--- src/rtl/core/efe_pkg.sv ---
`default_nettype none
package efe_pkg;

    localparam logic [7:0] FLAG_BYTE = 8'hF0;
    localparam logic [7:0] ESC_BYTE  = 8'hF1;
    localparam logic [7:0] ESC_OF_F1 = 8'h01;
    localparam logic [7:0] ESC_OF_F0 = 8'h02;

    localparam logic OP_HEADER  = 1'b0;
    localparam logic OP_PAYLOAD = 1'b1;

    // A header with an empty payload expands to the most byte slots:
    // flag, four header bytes, checksum, closing flag.
    localparam int SLOTS    = 7;
    localparam int SLOT_W   = 3;
    localparam int LEN_W    = 13;
    localparam int CMD_W    = 16;

    // One unit of work for the back end: a list of unescaped byte slots.
    typedef struct packed {
        logic [SLOTS-1:0][7:0] bytes;     // slot values, slot 0 first on the wire
        logic [SLOTS-1:0]      lit;       // 1: send as is, 0: escape if needed
        logic [SLOT_W-1:0]     last_slot; // index of the final slot
        logic                  done;      // final slot closes the frame
    } t_job;

endpackage
`default_nettype wire

--- src/rtl/core/efe_front.sv ---
`default_nettype none
// Front end: keeps the frame state and turns each request into a job.
module efe_front #(
    parameter int MAX_PAYLOAD = 4096
) (
    input  wire logic                       i_clk,
    input  wire logic                       i_rst_n,
    input  wire logic                       i_cfg_we,
    input  wire logic                       i_cfg_wdata,
    input  wire logic                       i_accept,
    input  wire logic                       i_op,
    input  wire logic [efe_pkg::CMD_W-1:0]  i_command,
    input  wire logic [efe_pkg::LEN_W-1:0]  i_length,
    input  wire logic [7:0]                 i_data,
    output efe_pkg::t_job                   o_job,
    output logic                            o_push
);

    logic                      r_peer_ready;
    logic                      r_in_frame, n_in_frame;
    logic                      r_dropping, n_dropping;
    logic [efe_pkg::LEN_W-1:0] r_left,     n_left;
    logic [7:0]                r_xor,      n_xor;

    logic [efe_pkg::LEN_W-1:0] left_dec;
    logic [7:0]                hdr_xor;
    logic [7:0]                pay_xor;
    logic                      too_long;

    assign hdr_xor  = i_command[15:8] ^ i_command[7:0]
                    ^ {3'b000, i_length[12:8]} ^ i_length[7:0];
    assign pay_xor  = r_xor ^ i_data;
    assign left_dec = r_left - efe_pkg::LEN_W'(1);
    assign too_long = {4'b0000, i_length} > 17'(MAX_PAYLOAD);

    always_comb begin
        n_in_frame = r_in_frame;
        n_dropping = r_dropping;
        n_left     = r_left;
        n_xor      = r_xor;
        o_push     = 1'b0;
        o_job      = '0;
        if (i_accept) begin
            if (i_op == efe_pkg::OP_HEADER) begin
                n_left     = i_length;
                n_in_frame = (i_length != '0);
                if (!r_peer_ready || too_long) begin
                    n_dropping = (i_length != '0);
                    n_xor      = '0;
                end else begin
                    n_dropping   = 1'b0;
                    n_xor        = hdr_xor;
                    o_push       = 1'b1;
                    o_job.bytes[0] = efe_pkg::FLAG_BYTE;
                    o_job.lit[0]   = 1'b1;
                    o_job.bytes[1] = i_command[15:8];
                    o_job.bytes[2] = i_command[7:0];
                    o_job.bytes[3] = {3'b000, i_length[12:8]};
                    o_job.bytes[4] = i_length[7:0];
                    if (i_length == '0) begin
                        o_job.bytes[5]  = hdr_xor;
                        o_job.bytes[6]  = efe_pkg::FLAG_BYTE;
                        o_job.lit[6]    = 1'b1;
                        o_job.last_slot = efe_pkg::SLOT_W'(6);
                        o_job.done      = 1'b1;
                    end else begin
                        o_job.last_slot = efe_pkg::SLOT_W'(4);
                    end
                end
            end else begin
                if (!r_in_frame || r_left == '0) begin
                    n_in_frame = 1'b0;
                    n_dropping = 1'b0;
                end else begin
                    n_left = left_dec;
                    if (!r_dropping) begin
                        n_xor          = pay_xor;
                        o_push         = 1'b1;
                        o_job.bytes[0] = i_data;
                        if (left_dec == '0) begin
                            o_job.bytes[1]  = pay_xor;
                            o_job.bytes[2]  = efe_pkg::FLAG_BYTE;
                            o_job.lit[2]    = 1'b1;
                            o_job.last_slot = efe_pkg::SLOT_W'(2);
                            o_job.done      = 1'b1;
                        end
                    end
                    if (left_dec == '0) begin
                        n_in_frame = 1'b0;
                        n_dropping = 1'b0;
                    end
                end
            end
        end
    end

    always_ff @(posedge i_clk) begin
        if (!i_rst_n) begin
            r_peer_ready <= 1'b0;
            r_in_frame   <= 1'b0;
            r_dropping   <= 1'b0;
            r_left       <= '0;
            r_xor        <= '0;
        end else begin
            if (i_cfg_we) begin
                r_peer_ready <= i_cfg_wdata;
            end
            r_in_frame <= n_in_frame;
            r_dropping <= n_dropping;
            r_left     <= n_left;
            r_xor      <= n_xor;
        end
    end

endmodule
`default_nettype wire

--- src/rtl/core/efe_fifo.sv ---
`default_nettype none
// Two-entry job queue between the front and back ends.
module efe_fifo (
    input  wire logic    i_clk,
    input  wire logic    i_rst_n,
    input  wire logic    i_push,
    input  wire efe_pkg::t_job i_job,
    input  wire logic    i_pop,
    output efe_pkg::t_job o_job,
    output logic         o_valid,
    output logic         o_full
);

    efe_pkg::t_job r_mem [2];
    logic          r_wr_ptr;
    logic          r_rd_ptr;
    logic [1:0]    r_count;

    assign o_job   = r_mem[r_rd_ptr];
    assign o_valid = (r_count != 2'd0);
    assign o_full  = (r_count == 2'd2);

    always_ff @(posedge i_clk) begin
        if (i_push) begin
            r_mem[r_wr_ptr] <= i_job;
        end
    end

    always_ff @(posedge i_clk) begin
        if (!i_rst_n) begin
            r_wr_ptr <= 1'b0;
            r_rd_ptr <= 1'b0;
            r_count  <= 2'd0;
        end else begin
            if (i_push) begin
                r_wr_ptr <= ~r_wr_ptr;
            end
            if (i_pop) begin
                r_rd_ptr <= ~r_rd_ptr;
            end
            case ({i_push, i_pop})
                2'b10:   r_count <= r_count + 2'd1;
                2'b01:   r_count <= r_count - 2'd1;
                default: r_count <= r_count;
            endcase
        end
    end

endmodule
`default_nettype wire

--- src/rtl/core/efe_back.sv ---
`default_nettype none
// Back end: walks the slots of the head job, escapes, and drives one wire
// byte per cycle through an output register while a job is queued and the output is not stalled.
module efe_back (
    input  wire logic    i_clk,
    input  wire logic    i_rst_n,
    input  wire efe_pkg::t_job i_job,
    input  wire logic    i_job_valid,
    output logic         o_pop,
    input  wire logic    i_ready,
    output logic         o_valid,
    output logic [7:0]   o_byte,
    output logic         o_done,
    output logic         o_last
);

    logic [efe_pkg::SLOT_W-1:0] r_slot;
    logic                       r_esc;
    logic                       r_valid;
    logic [7:0]                 r_byte;
    logic                       r_done;
    logic                       r_last;

    logic [7:0] cur;
    logic       needs_esc;
    logic       advance;
    logic       step_done;
    logic       slot_end;
    logic [7:0] wire_byte;

    assign cur       = i_job.bytes[r_slot];
    assign needs_esc = !i_job.lit[r_slot]
                     && (cur == efe_pkg::ESC_BYTE || cur == efe_pkg::FLAG_BYTE);
    assign advance   = i_job_valid && (!r_valid || i_ready);

    always_comb begin
        if (r_esc) begin
            wire_byte = (cur == efe_pkg::ESC_BYTE) ? efe_pkg::ESC_OF_F1 : efe_pkg::ESC_OF_F0;
            step_done = 1'b1;
        end else if (needs_esc) begin
            wire_byte = efe_pkg::ESC_BYTE;
            step_done = 1'b0;
        end else begin
            wire_byte = cur;
            step_done = 1'b1;
        end
    end

    assign slot_end = step_done && (r_slot == i_job.last_slot);
    assign o_pop    = advance && slot_end;

    always_ff @(posedge i_clk) begin
        if (!i_rst_n) begin
            r_slot  <= '0;
            r_esc   <= 1'b0;
            r_valid <= 1'b0;
        end else begin
            if (advance) begin
                if (slot_end) begin
                    r_slot <= '0;
                    r_esc  <= 1'b0;
                end else if (step_done) begin
                    r_slot <= r_slot + efe_pkg::SLOT_W'(1);
                    r_esc  <= 1'b0;
                end else begin
                    r_esc  <= 1'b1;
                end
                r_valid <= 1'b1;
            end else if (i_ready) begin
                r_valid <= 1'b0;
            end
        end
    end

    always_ff @(posedge i_clk) begin
        if (advance) begin
            r_byte <= wire_byte;
            r_done <= slot_end && i_job.done;
            r_last <= slot_end;
        end
    end

    assign o_valid = r_valid;
    assign o_byte  = r_byte;
    assign o_done  = r_done;
    assign o_last  = r_last;

endmodule
`default_nettype wire

--- src/rtl/core/escaped_frame_encoder_unit.sv ---
// Channel   | Direction | Ports                                  | Carries
// ----------+-----------+----------------------------------------+---------------------------
// s_axis    | in        | i_s_tvalid, o_s_tready, i_s_tdata/user | header or payload request
// m_axis    | out       | o_m_tvalid, i_m_tready, o_m_tdata/...  | escaped wire bytes
// cfg       | in        | i_cfg_we, i_cfg_wdata                  | peer_ready register
//
// The output gives one wire byte per cycle while jobs are queued and the output is not
// stalled; after escaping, a sent header yields 5 to 9 wire bytes, a sent payload byte 1 to 5.
// A request is taken whenever the job queue is not full; a two-entry job queue lets the
// front end take new requests while the back end still drains earlier jobs.
// Dropped frames and stray bytes are absorbed with no output.
// Reset is synchronous and active low and clears all control state.
`default_nettype none
module escaped_frame_encoder_unit #(
    parameter int MAX_PAYLOAD = 4096
) (
    input  wire logic        i_clk,
    input  wire logic        i_rst_n,
    input  wire logic        i_cfg_we,
    input  wire logic        i_cfg_wdata,
    input  wire logic        i_s_tvalid,
    output logic             o_s_tready,
    input  wire logic [39:0] i_s_tdata,  // command[15:0], payload_length[28:16],
                                         // data_byte[36:29], zero[39:37]
    input  wire logic        i_s_tuser,  // operation
    output logic             o_m_tvalid,
    input  wire logic        i_m_tready,
    output logic [7:0]       o_m_tdata,  // out_byte
    output logic             o_m_tlast,  // frame_done
    output logic             o_m_tuser   // last_of_run
);

    efe_pkg::t_job push_job;
    efe_pkg::t_job head_job;
    logic          push;
    logic          pop;
    logic          head_valid;
    logic          full;
    logic          accept;

    assign o_s_tready = !full;
    assign accept     = i_s_tvalid && !full;

    efe_front #(
        .MAX_PAYLOAD (MAX_PAYLOAD)
    ) u_front (
        .i_clk       (i_clk),
        .i_rst_n     (i_rst_n),
        .i_cfg_we    (i_cfg_we),
        .i_cfg_wdata (i_cfg_wdata),
        .i_accept    (accept),
        .i_op        (i_s_tuser),
        .i_command   (i_s_tdata[15:0]),
        .i_length    (i_s_tdata[28:16]),
        .i_data      (i_s_tdata[36:29]),
        .o_job       (push_job),
        .o_push      (push)
    );

    efe_fifo u_fifo (
        .i_clk   (i_clk),
        .i_rst_n (i_rst_n),
        .i_push  (push),
        .i_job   (push_job),
        .i_pop   (pop),
        .o_job   (head_job),
        .o_valid (head_valid),
        .o_full  (full)
    );

    efe_back u_back (
        .i_clk       (i_clk),
        .i_rst_n     (i_rst_n),
        .i_job       (head_job),
        .i_job_valid (head_valid),
        .o_pop       (pop),
        .i_ready     (i_m_tready),
        .o_valid     (o_m_tvalid),
        .o_byte      (o_m_tdata),
        .o_done      (o_m_tlast),
        .o_last      (o_m_tuser)
    );

endmodule
`default_nettype wire

--- config.mk ---
export PLATFORM = sky130hd
export DESIGN_NAME = escaped_frame_encoder_unit
export DESIGN_NICKNAME = d
export VERILOG_FILES = /design/src/rtl/core/efe_pkg.sv /design/src/rtl/core/efe_front.sv /design/src/rtl/core/efe_fifo.sv /design/src/rtl/core/efe_back.sv /design/src/rtl/core/escaped_frame_encoder_unit.sv
export SDC_FILE = /design/constraint.sdc
export NUM_CORES = 1
export LEC_CHECK = 0
export BUFFER_PORTS_ARGS = -buffer_cell sky130_fd_sc_hd__buf_2
export CAP_MARGIN = 40
export CORE_MARGIN = 3
export CORE_UTILIZATION = 65
export DETAILED_ROUTE_END_ITERATION = 16
export GPL_TIMING_DRIVEN = 0
export PLACE_DENSITY = 0.86
export SYNTH_ARGS = -nofsm -noshare
export SYNTH_HDL_FRONTEND = slang
export SYNTH_SLANG_ARGS = --single-unit
--- constraint.sdc ---
create_clock -name i_clk -period 10.2 [get_ports i_clk]
set_input_delay 0 -clock i_clk [delete_from_list [all_inputs] [get_ports i_clk]]
set_output_delay 0 -clock i_clk [all_outputs]
set_load 0.03 [all_outputs]
[Yosys cells after proc, flatten, opt, wreduce, memory -nomap -nowiden]
Memories as Yosys holds them, arrays and structs flattened. A register that Yosys moved wholly into a read port is not among the register bits.
Cells that the tools add are included.
Operators by class
  add/sub/neg operators: 4
  order comparisons: 2
  equal/unequal tests: 9
  mux-type cells: 59
  bitwise gates (word level): 6
  reduce and logical (&&, ||, !) cells: 27
Operators by type and width (number)
  57-bit 2-to-1 mux: 2
  24-bit 2-to-1 mux: 3
  8-bit 2-to-1 mux: 7
  13-bit logical NOT: 3
  16-bit 2-to-1 mux: 2
  32-bit 2-to-1 mux: 1
  1-bit 2-to-1 mux: 29
  13-bit 2-to-1 mux: 2
  8-bit binary-select mux with 3-bit select: 1
  8-bit XOR: 3
  8-bit equality test, second input constant: 2
  13-bit > comparator, second input constant: 1
  13-bit nonzero test: 1
  13-bit by 1-bit subtractor with 13-bit output, second input constant: 1
  4-bit 2-to-1 mux: 3
  5-bit 2-to-1 mux: 2
  3-bit 2-to-1 mux: 3
  2-bit nonzero test: 4
  8-bit by 5-bit XOR with 8-bit output: 1
  1-bit logical AND: 6
  2-bit AND reduction: 3
  1-bit logical NOT: 5
  2-bit equality test, second input constant: 2
  1-bit logical OR: 4
  13 further kinds: 16
Storage, ports and cells
  bits in registers: 43
  bits in writable memories: 126
  input bits: 47
  output and inout bits: 12
  memories: 1
Memory list
  u_fifo.r_mem: words 2, bits a word 63, rd ports 1, clocked after memory_dff 1, write ports 1, RTL line efe_fifo.sv:14  | efe_pkg::t_job r_mem [2];

[Depth between registers and ports, before layout]
Gate-level depths: netlist of run 1.
  depth after elaboration: 11
  mapped depth: 12
  mapped depth without buffers: 10

[Hierarchy]
From an unflattened synthesis of run 1, not the netlist that was laid out.
Unflattened totals
  cells, all modules: 672
  area total of the unflattened synthesis: 8679.6 µm²
Modules (own cells, without submodules)
  efe_fifo: instances 1, cells each 230, area each 5042.3 µm², seq. area each 4124.0 µm²
  efe_front: instances 1, cells each 312, area each 2353.5 µm², seq. area each 480.5 µm²
  efe_back: instances 1, cells each 128, area each 1273.7 µm², seq. area each 400.4 µm²
  escaped_frame_encoder_unit: instances 1, cells each 2, area each 10.0 µm², seq. area each 0.0 µm²

[Least setup slack after synthesis of run 1]
OpenSTA, ideal clock, no wires.
  path type: register to register
  start: register u_front.r_left[5] (netlist name)
  end: memory u_fifo.r_mem[0][10] (netlist name), enable pin
  arrival time: 3648 ps
  required time: 9742 ps
  setup slack: 6094 ps
  stages on the path, launching flop included: 10
  buffers on the path: 3
  clock period less this slack: 4106 ps
  cell sequence: dfxtp_1 or4_1 buf_2 or4_4 o211ai_2 or2_1 buf_4 a21o_1 buf_4 nor2_1
On the way
  word-level cells in the longest chain between the ends: 7
Ends and longest elaborated chain
  start, declared: RTL line efe_front.sv:22  | logic [efe_pkg::LEN_W-1:0] r_left, n_left;
  start signal, assigned: RTL line efe_front.sv:110  | r_left <= n_left;
  13-bit logical NOT: RTL line efe_front.sv:71  | if (!r_in_frame || r_left == '0) begin
  1-bit logical OR: RTL line efe_front.sv:71
  1-bit 2-to-1 mux: RTL line efe_front.sv:71
  1-bit 2-to-1 mux: RTL line efe_front.sv:44  | if (i_op == efe_pkg::OP_HEADER) begin
  1-bit 2-to-1 mux: RTL line efe_front.sv:43  | if (i_accept) begin
  1-bit 2-to-1 mux: RTL line efe_fifo.sv:24  | if (i_push) begin
  1-bit 2-to-1 mux (implied by the code): RTL line efe_fifo.sv:25  | r_mem[r_wr_ptr] <= i_job;
  end, declared: RTL line efe_fifo.sv:14
No other way between the ends.

[Worst setup path in the final report of run 1]
  start: register u_back.r_slot[0] (netlist name)
  end: register u_fifo.r_count[1]
On the way
  word-level cells in the longest chain between the ends: 11
Ends and longest elaborated chain
  start, declared: RTL line efe_back.sv:17  | logic [efe_pkg::SLOT_W-1:0] r_slot;
  start signal, assigned: RTL line efe_back.sv:63  | r_slot <= r_slot + efe_pkg::SLOT_W'(1);
  8-bit binary-select mux with 3-bit select: RTL line efe_back.sv:31  | assign cur = i_job.bytes[r_slot];
  8-bit 2-to-1 mux (implied by the code): RTL line efe_back.sv:31
  8-bit equality test: RTL line efe_back.sv:33  | && (cur == efe_pkg::ESC_BYTE || cur == efe_pkg::FLAG_BYTE);
  1-bit logical OR: RTL line efe_back.sv:33
  1-bit logical AND: RTL line efe_back.sv:33
  1-bit 2-to-1 mux: RTL line efe_back.sv:40  | end else if (needs_esc) begin
  1-bit 2-to-1 mux: RTL line efe_back.sv:37  | if (r_esc) begin
  1-bit logical AND *: RTL line efe_back.sv:49  | assign slot_end = step_done && (r_slot == i_job.last_slot);
  1-bit logical AND *: RTL line efe_back.sv:50  | assign o_pop = advance && slot_end;
  net pop: RTL line escaped_frame_encoder_unit.sv:36  | logic pop;
  2-bit by 1-bit equality test with 1-bit output or 2-bit equality test (tied branches): RTL line efe_fifo.sv:41  | case ({i_push, i_pop})
  2-bit one-hot mux with 2 select lines or 2-bit nonzero test (tied branches)
  end signal, assigned: RTL line efe_fifo.sv:42  | 2'b10: r_count <= r_count + 2'd1;
  end signal, assigned: RTL line efe_fifo.sv:43  | 2'b01: r_count <= r_count - 2'd1;
  end signal, assigned: RTL line efe_fifo.sv:44  | default: r_count <= r_count;
  end, declared: RTL line efe_fifo.sv:17  | logic [1:0] r_count;
Mark *: on every way through the listed nets, which the timed path passes. The rest lies on a longest branch. The select of a mux whose other input is x is not followed.
A chain may end at the register's enable or synchronous reset.

==> impl_metrics.csv, run 1 <==
group,metric,value,unit
place,port_buffers,53,
sta,tns,0,ns
synth,ys_seq_area_frac,0.559,
global_routing,grt_pass1_wl,30800,um
layout,finish.utilization,0.826,
layout,nets,775,
critical_path,crit_buf_inv,2,
critical_path,worstPathRequired,10.65,ns
floorplan,io_pins,59,
global_routing,grt_max_degree,32,
synth,synth_adder_area_share,0.00891,
sta,min_period,4.04,ns
place,dp_cells,792,
sta,tightest_slew,0.722,ns
synth,synth_top_family_by_area,"simple AND/OR/NAND/NOR gates",
clocking,clkTransAtPathRegs,0.06,ns
synth,synth_edf_count,108,
clocking,clock_latency,0.55,ns
route,vias_per_cell,6.66,
sta,slew-limit-headroom,0.519,
synth,synth-xor-area-share,0.0449,
synth,synth_top_area_frac,0.462,
route,drcViolationCount,0,
synth,yosys.area_share.simple,0.147,
critical_path,critical-path-top-delay-family,"simple AND/OR/NAND/NOR gates",
pwr,leakagePower,0.00290,uW
sta,slew_viol_final,0,
critical_path,path_class,"reg2reg",
critical_path,crit_slowest_cell,"or4b_4",
synth,async_reset_ff_frac,0,
route,drtPass1Iterations,5,
route,wirelength,20400,um
layout,layout-drive-gt1-share,0.185,
synth,synth-seq-cells,142,
clocking,cts_buffers,17,
synth,synth_area,7020,sq um
sta,setup_slack,6.16,ns
critical_path,worst_setup_path_end_kind,"flop",
place,hpwl,12800,um
floorplan,coreArea,10400,sq um
floorplan,start_util,0.674,
clocking,cts_sinks,142,
synth,ys_types,70,
synth,synth_mux_area_frac,0.0866,
place,dp_slack,6.29,ns
synth,yosysWarnings,0,
floorplan,die_h,110,um
critical_path,critPathLaunchType,"flop",
layout,syn2layout_area_growth,22.5,%
route,drt_iter0_markers,866,
layout,stdcell_count,872,
synth,synthTopCellsByArea,"edfxtp_1 (46%), dfxtp_1 (9.7%), mux4_2 (5.5%)",
sta,fin_crit_sh,0.396,
synth,yosys.area.top_type,"edfxtp_1",
floorplan,placement_rows,37,
sta,skew,0.0129,ns
synth,netlist_instances,601,
critical_path,cp_max_fo,10,
min_path,hold_class,"in2reg",
floorplan,die_w,110,um
clocking,cts_tree,"yes",
synth,syn_nets,653,
critical_path,crit_chain,"buf_4 > clkbuf_1 > mux4_2 > a22o_1 > a21oi_1 > nand4_1 > or4b_4 > nor3b_4 > ha_1 > or3_1 > a21boi_0",
global_routing,grt_pass1_vias,5748,
critical_path,worst_ep_arrival_time,4.49,ns
sta,hold_viol,0,
sta,rsz0062_at_grt,"no",
clocking,cts_root_buffer,"clkbuf_8",
sta,setup_viol,0,
layout,antennaDiodeCount,0,
global_routing,track_usage,0.353,
clocking,htree_num_levels,4,
route,antenna_left,0,
status,outcome,"finished, final reports clean",
pwr,cellPowerDensity,169,nW/um^2
synth,synth_compound_area_frac,0.119,
critical_path,cpPeakStageDelay,0.62,ns
global_routing,antenna_found_initial,0,
floorplan,dieArea,12100,sq um
job,cap_violations,0,
route,routedWlPerCell,23.4,um
sta,fmax,0.247,GHz
synth,yosys_most_used_dff,"edfxtp_1",
place,routabilityCongestion,0.972,
synth,avgSynthCellArea,11.7,sq um
global_routing,gr-total-overflow,0,
route,vias,5804,
pwr,ir_drop,0.107,mV
clocking,cts_buffer_depth,2,
-- routing by layer --
metal / track usage / vias up / routed length [um]
li1: - / 2473 / -
met1: 0.430 / 2729 / 6960
met2: 0.588 / 488 / 10300
met3: 0.0822 / 114 / 2120
met4: 0.180 / 0 / 986
met5: 0 / - / 0
-- cells in the mapped netlist (6+ instances only) --
cell type / count
nand3_1: 9
dfxtp_1: 34
nor3_1: 9
nor2b_1: 11
nor2_1: 48
a21oi_1: 25
o21ai_2: 6
o21ai_1: 7
nand2b_1: 7
edfxtp_1: 108
clkbuf_1: 25
nand2_1: 54
o21ai_0: 28
inv_1: 17
xnor2_1: 33
o22ai_1: 16
mux2i_1: 15
mux4_2: 17
and2_1: 28
-- path summary, 6_finish.rpt --
path | slack, ns | start | end | depth (start not counted)
setup / recovery | 6.16 | u_back.r_slot[0]$_SDFFE_PN0P_ | u_fifo.r_count[1]$_SDFFE_PN0P_ | 11
hold / removal | 0.03 | i_s_tdata[21] | u_fifo.r_mem[1][44]$_DFFE_PP_ | 3
setup reg to reg | 6.16 | u_back.r_slot[0]$_SDFFE_PN0P_ | u_fifo.r_count[1]$_SDFFE_PN0P_ | 11
hold reg to reg | 0.51 | u_fifo.r_rd_ptr$_SDFFE_PN0P_ | u_fifo.r_rd_ptr$_SDFFE_PN0P_ | 2
-- kinds of logic after synthesis --
kind of cell / after synthesis
simple gates: 201
flops: 142
compound gates: 126
buf+inv: 55
xor+xnor: 36
mux: 36
fa+ha+maj: 5
-- state kept, by name (all words and copies together), names as in the netlist, named ones only --
signal	count
u_back.r_slot	3
u_back.o_last	1
u_fifo.r_mem	98
u_back.o_done	1
u_front.r_left	13
u_front.r_in_frame	1
u_front.r_xor	8
u_front.r_peer_ready	1
u_back.o_byte	8
u_back.o_valid	1
u_fifo.r_wr_ptr	1
u_fifo.r_count	2
u_fifo.r_rd_ptr	1
u_back.r_esc	1
u_front.r_dropping	1
-- layout by cell type, fill, tap and decap left out, types with 5 or more instances in the layout --
master,instances
edfxtp_1,108
buf_2,57
nand2_1,54
dlygate4sd3_1,48
nor2_1,46
dfxtp_1,34
xnor2_1,33
and2_1,28
o21ai_0,28
clkbuf_1,26
a21oi_1,25
inv_1,17
mux4_2,17
o22ai_1,16
clkbuf_16,16
mux2i_1,15
nor2b_1,11
nand3_1,9
nor3_1,9
nand2b_1,7
o21ai_1,7
o21ai_2,6
or4_1,5
or3_1,5
ha_1,5
clkbuf_8,5
-- report_power, final --
group | total [uW] | switching, uW | leakage (uW) | internal, uW
Sequential | 644 | 11.2 | 0.00112 | 633
Combinational | 171 | 100 | 0.00149 | 71.1
Clock | 640 | 242 | 0.000295 | 398
Total | 1460 | 354 | 0.00290 | 1100
-- worst min-delay path, delay by kind of cell --
family                 cells  cell delay [ns]
buffers and inverters      2             0.29
and+or+nand+nor            1             0.11
-- stage by stage --
step	instance area, sq um	total power, uW	hold slack [ns]
after CTS	8600	1440	0.00154
after floorplan	7020	758	0.169
after detailed placement	7510	806	0.281
after global routing	8600	1490	0.00957
final	8600	1460	0.0286
after global placement	7460	800	0.257
-- area by class of cell --
class | instances | area [sq um]
well taps | 136 | 170
repair buffers | 103 | 786
inverters | 19 | 71.3
flip-flops and latches | 142 | 3920
plain buffers | 36 | 178
fillers | 521 | 1810
clock buffers | 22 | 473
multi-input cells | 404 | 2870
clock inverters | 10 | 136
-- what timing repair did --
action / in CTS / in global routing
endpoints found under the hold margin: 94 / 0
resized for setup: 0 / 0
hold buffers: 48 / 0
buffers inserted: 0 / 0
Note: power is estimated with default switching activity, not from simulation.
==> run 2, diff against run 1 <==
--- a/config.mk
+++ b/config.mk
@@ -8,10 +8,10 @@
 export BUFFER_PORTS_ARGS = -buffer_cell sky130_fd_sc_hd__buf_2
 export CAP_MARGIN = 40
 export CORE_MARGIN = 3
-export CORE_UTILIZATION = 65
+export CORE_UTILIZATION = 60
 export DETAILED_ROUTE_END_ITERATION = 16
 export GPL_TIMING_DRIVEN = 0
-export PLACE_DENSITY = 0.86
+export PLACE_DENSITY = 0.8
 export SYNTH_ARGS = -nofsm -noshare
 export SYNTH_HDL_FRONTEND = slang
 export SYNTH_SLANG_ARGS = --single-unit
==> constraint.sdc (replaced) <==
create_clock -name i_clk -period 4.14 [get_ports i_clk]
set_input_delay 0 -clock i_clk [delete_from_list [all_inputs] [get_ports i_clk]]
set_output_delay 0 -clock i_clk [all_outputs]
set_load 0.03 [all_outputs]
==> impl_metrics.csv, run 2 (synthesis results as in run 1) <==
group,metric,value,unit
pwr,swShare,0.233,
layout,nets,753,
global_routing,gr-total-overflow,0,
critical_path,worst_setup_path_end_kind,"flop",
place,hpwl,12800,um
pwr,ir_drop,0.337,mV
pwr,cellPowerDensity,425,nW/um^2
pwr,combPwrFrac,0.113,
route,drt_iter0_markers,584,
critical_path,crit_chain,"inv_1 > ha_1 > or3b_2 > clkbuf_1 > or4_1 > xnor2_1 > a2111oi_4 > nand2_2 > buf_6 > o21ai_2 > dlygate4sd3_1",
clocking,cts_buffers,17,
floorplan,io_pins,59,
sta,min_period,3.92,ns
global_routing,antenna_found_initial,0,
layout,largest_reg_flops,98,
layout,layout_commonest_cell,"edfxtp_1",
global_routing,track_usage,0.296,
clocking,clkTransAtPathRegs,0.06,ns
pwr,power.internal,2730,uW
sta,skew,0.00708,ns
min_path,hold_class,"in2reg",
job,cap_violations,0,
layout,antennaDiodeCount,0,
clocking,cts_root_buffer,"clkbuf_16",
critical_path,path_class,"reg2reg",
route,vias_per_cell,6.38,
clocking,cts_buffer_depth,2,
sta,hold_viol,0,
route,antenna_left,0,
sta,setup_slack,0.220,ns
floorplan,start_util,0.631,
sta,tightest_slew,0.795,ns
critical_path,cpPeakStageDelay,0.61,ns
clocking,htree_num_levels,4,
sta,slew-limit-headroom,0.470,
floorplan,die_h,114,um
clocking,cts_resized,0,
pwr,switching_power,832,uW
floorplan,placement_rows,38,
place,dp_slack,0.364,ns
clocking,cts_sinks,142,
clocking,cts_tree,"yes",
layout,syn2layout_area_growth,19.6,%
layout,final_cell_mix,"edfxtp_1 (108), buf_2 (57), nand2_1 (54), nor2_1 (46), dfxtp_1 (34)",
floorplan,coreArea,11100,sq um
place,port_buffers,53,
route,wirelength,18800,um
critical_path,crit_slowest_cell,"dlygate4sd3_1",
pwr,p_clk_frac,0.442,
critical_path,critPathLaunchType,"flop",
place,routabilityCongestion,0.989,
floorplan,die_w,114,um
critical_path,crit_buf_inv,4,
sta,slew_viol_final,0,
layout,largest_register,"u_fifo.r_mem",
critical_path,critical-path-top-delay-family,"buffers and inverters",
pwr,total_power,3570,uW
layout,layout-drive-gt1-share,0.192,
clocking,clock_latency,0.42,ns
global_routing,grt_max_degree,30,
pwr,leakagePower,0.00280,uW
route,drtPass1Iterations,5,
route,vias,5447,
status,outcome,"finished, final reports clean",
route,drcViolationCount,0,
sta,setup_viol,0,
sta,fin_crit_sh,0.947,
critical_path,worstPathRequired,4.41,ns
sta,fmax,0.255,GHz
global_routing,grt_pass1_vias,5257,
floorplan,dieArea,13000,sq um
critical_path,cp_max_fo,10,
global_routing,grt_pass1_wl,28800,um
sta,rsz0062_at_grt,"no",
pwr,power_frac_seq,0.445,
layout,top_regs,"u_fifo.r_mem: 98 flops, u_front.r_left: 13 flops",
route,routedWlPerCell,22.0,um
critical_path,worst_ep_arrival_time,4.19,ns
run 2: cell type report:
class	count	area, sq um
Clock inverter	10	135
Timing Repair Buffer	81	566
Clock buffer	22	484
Inverter	19	71.3
Fill cell	735	2730
Tap cell	140	175
Multi-Input combinational cell	404	2870
Sequential cell	142	3920
Buffer	36	178
run 2: power by group through the flow:
stage / clock [uW] / sequential (uW) / combinational, uW
global route: 1640 / 1590 / 434
global placement: 0 / 1610 / 359
finish: 1580 / 1590 / 401
CTS: 1580 / 1590 / 394
floorplan: 0 / 1610 / 252
detailed placement: 0 / 1610 / 371
run 2: path summary, 6_finish.rpt:
path	startpoint	end	slack, ns	cells after the start
max	u_front.r_left[0]$_SDFFE_PN0P_	u_fifo.r_mem[1][19]$_DFFE_PP_	0.22	11
min	i_s_tdata[8]	u_fifo.r_mem[0][15]$_DFFE_PP_	0.02	3
max reg2reg	u_front.r_left[0]$_SDFFE_PN0P_	u_fifo.r_mem[1][19]$_DFFE_PP_	0.22	11
min reg2reg	u_fifo.r_rd_ptr$_SDFFE_PN0P_	flop	0.48	2
run 2: per-stage QoR:
step,TNS [ns],hold slack (ns),instances,instance area [sq um],utilization
2_1_floorplan,0,0.169,601,7020,-
3_3_place_gp,-122.61,0.259,794,7460,0.671
3_5_place_dp,0,0.292,796,7520,0.676
4_1_cts,0,0.00946,854,8400,0.755
5_1_grt,0,0.0174,854,8400,0.755
6_report,0,0.0217,854,8400,0.755
run 2: worst reg2reg max path: cells and delay by family, from the launching register on:
kind | cells | cell delay, ns
buffers and inverters | 4 | 1.14
adder cells (fa/ha/maj) | 1 | 0.37
flip-flops | 1 | 0.38
AND/OR/NAND/NOR | 3 | 1.12
AO/OA/AOI/OAI | 2 | 0.57
XOR/XNOR | 1 | 0.21
run 2: what timing repair did:
item                      4_1_cts  5_1_grt
hold buffers                   26        0
hold endpoints to repair       46        0
buffers inserted                0        0
run 2: metal layers:
layer | wire length (um) | track usage | up-vias
met5 | 0 | 0 | -
li1 | - | - | 2426
met2 | 9350 | 0.496 | 309
met4 | 719 | 0.137 | 0
met3 | 1680 | 0.0703 | 68
met1 | 7050 | 0.364 | 2644
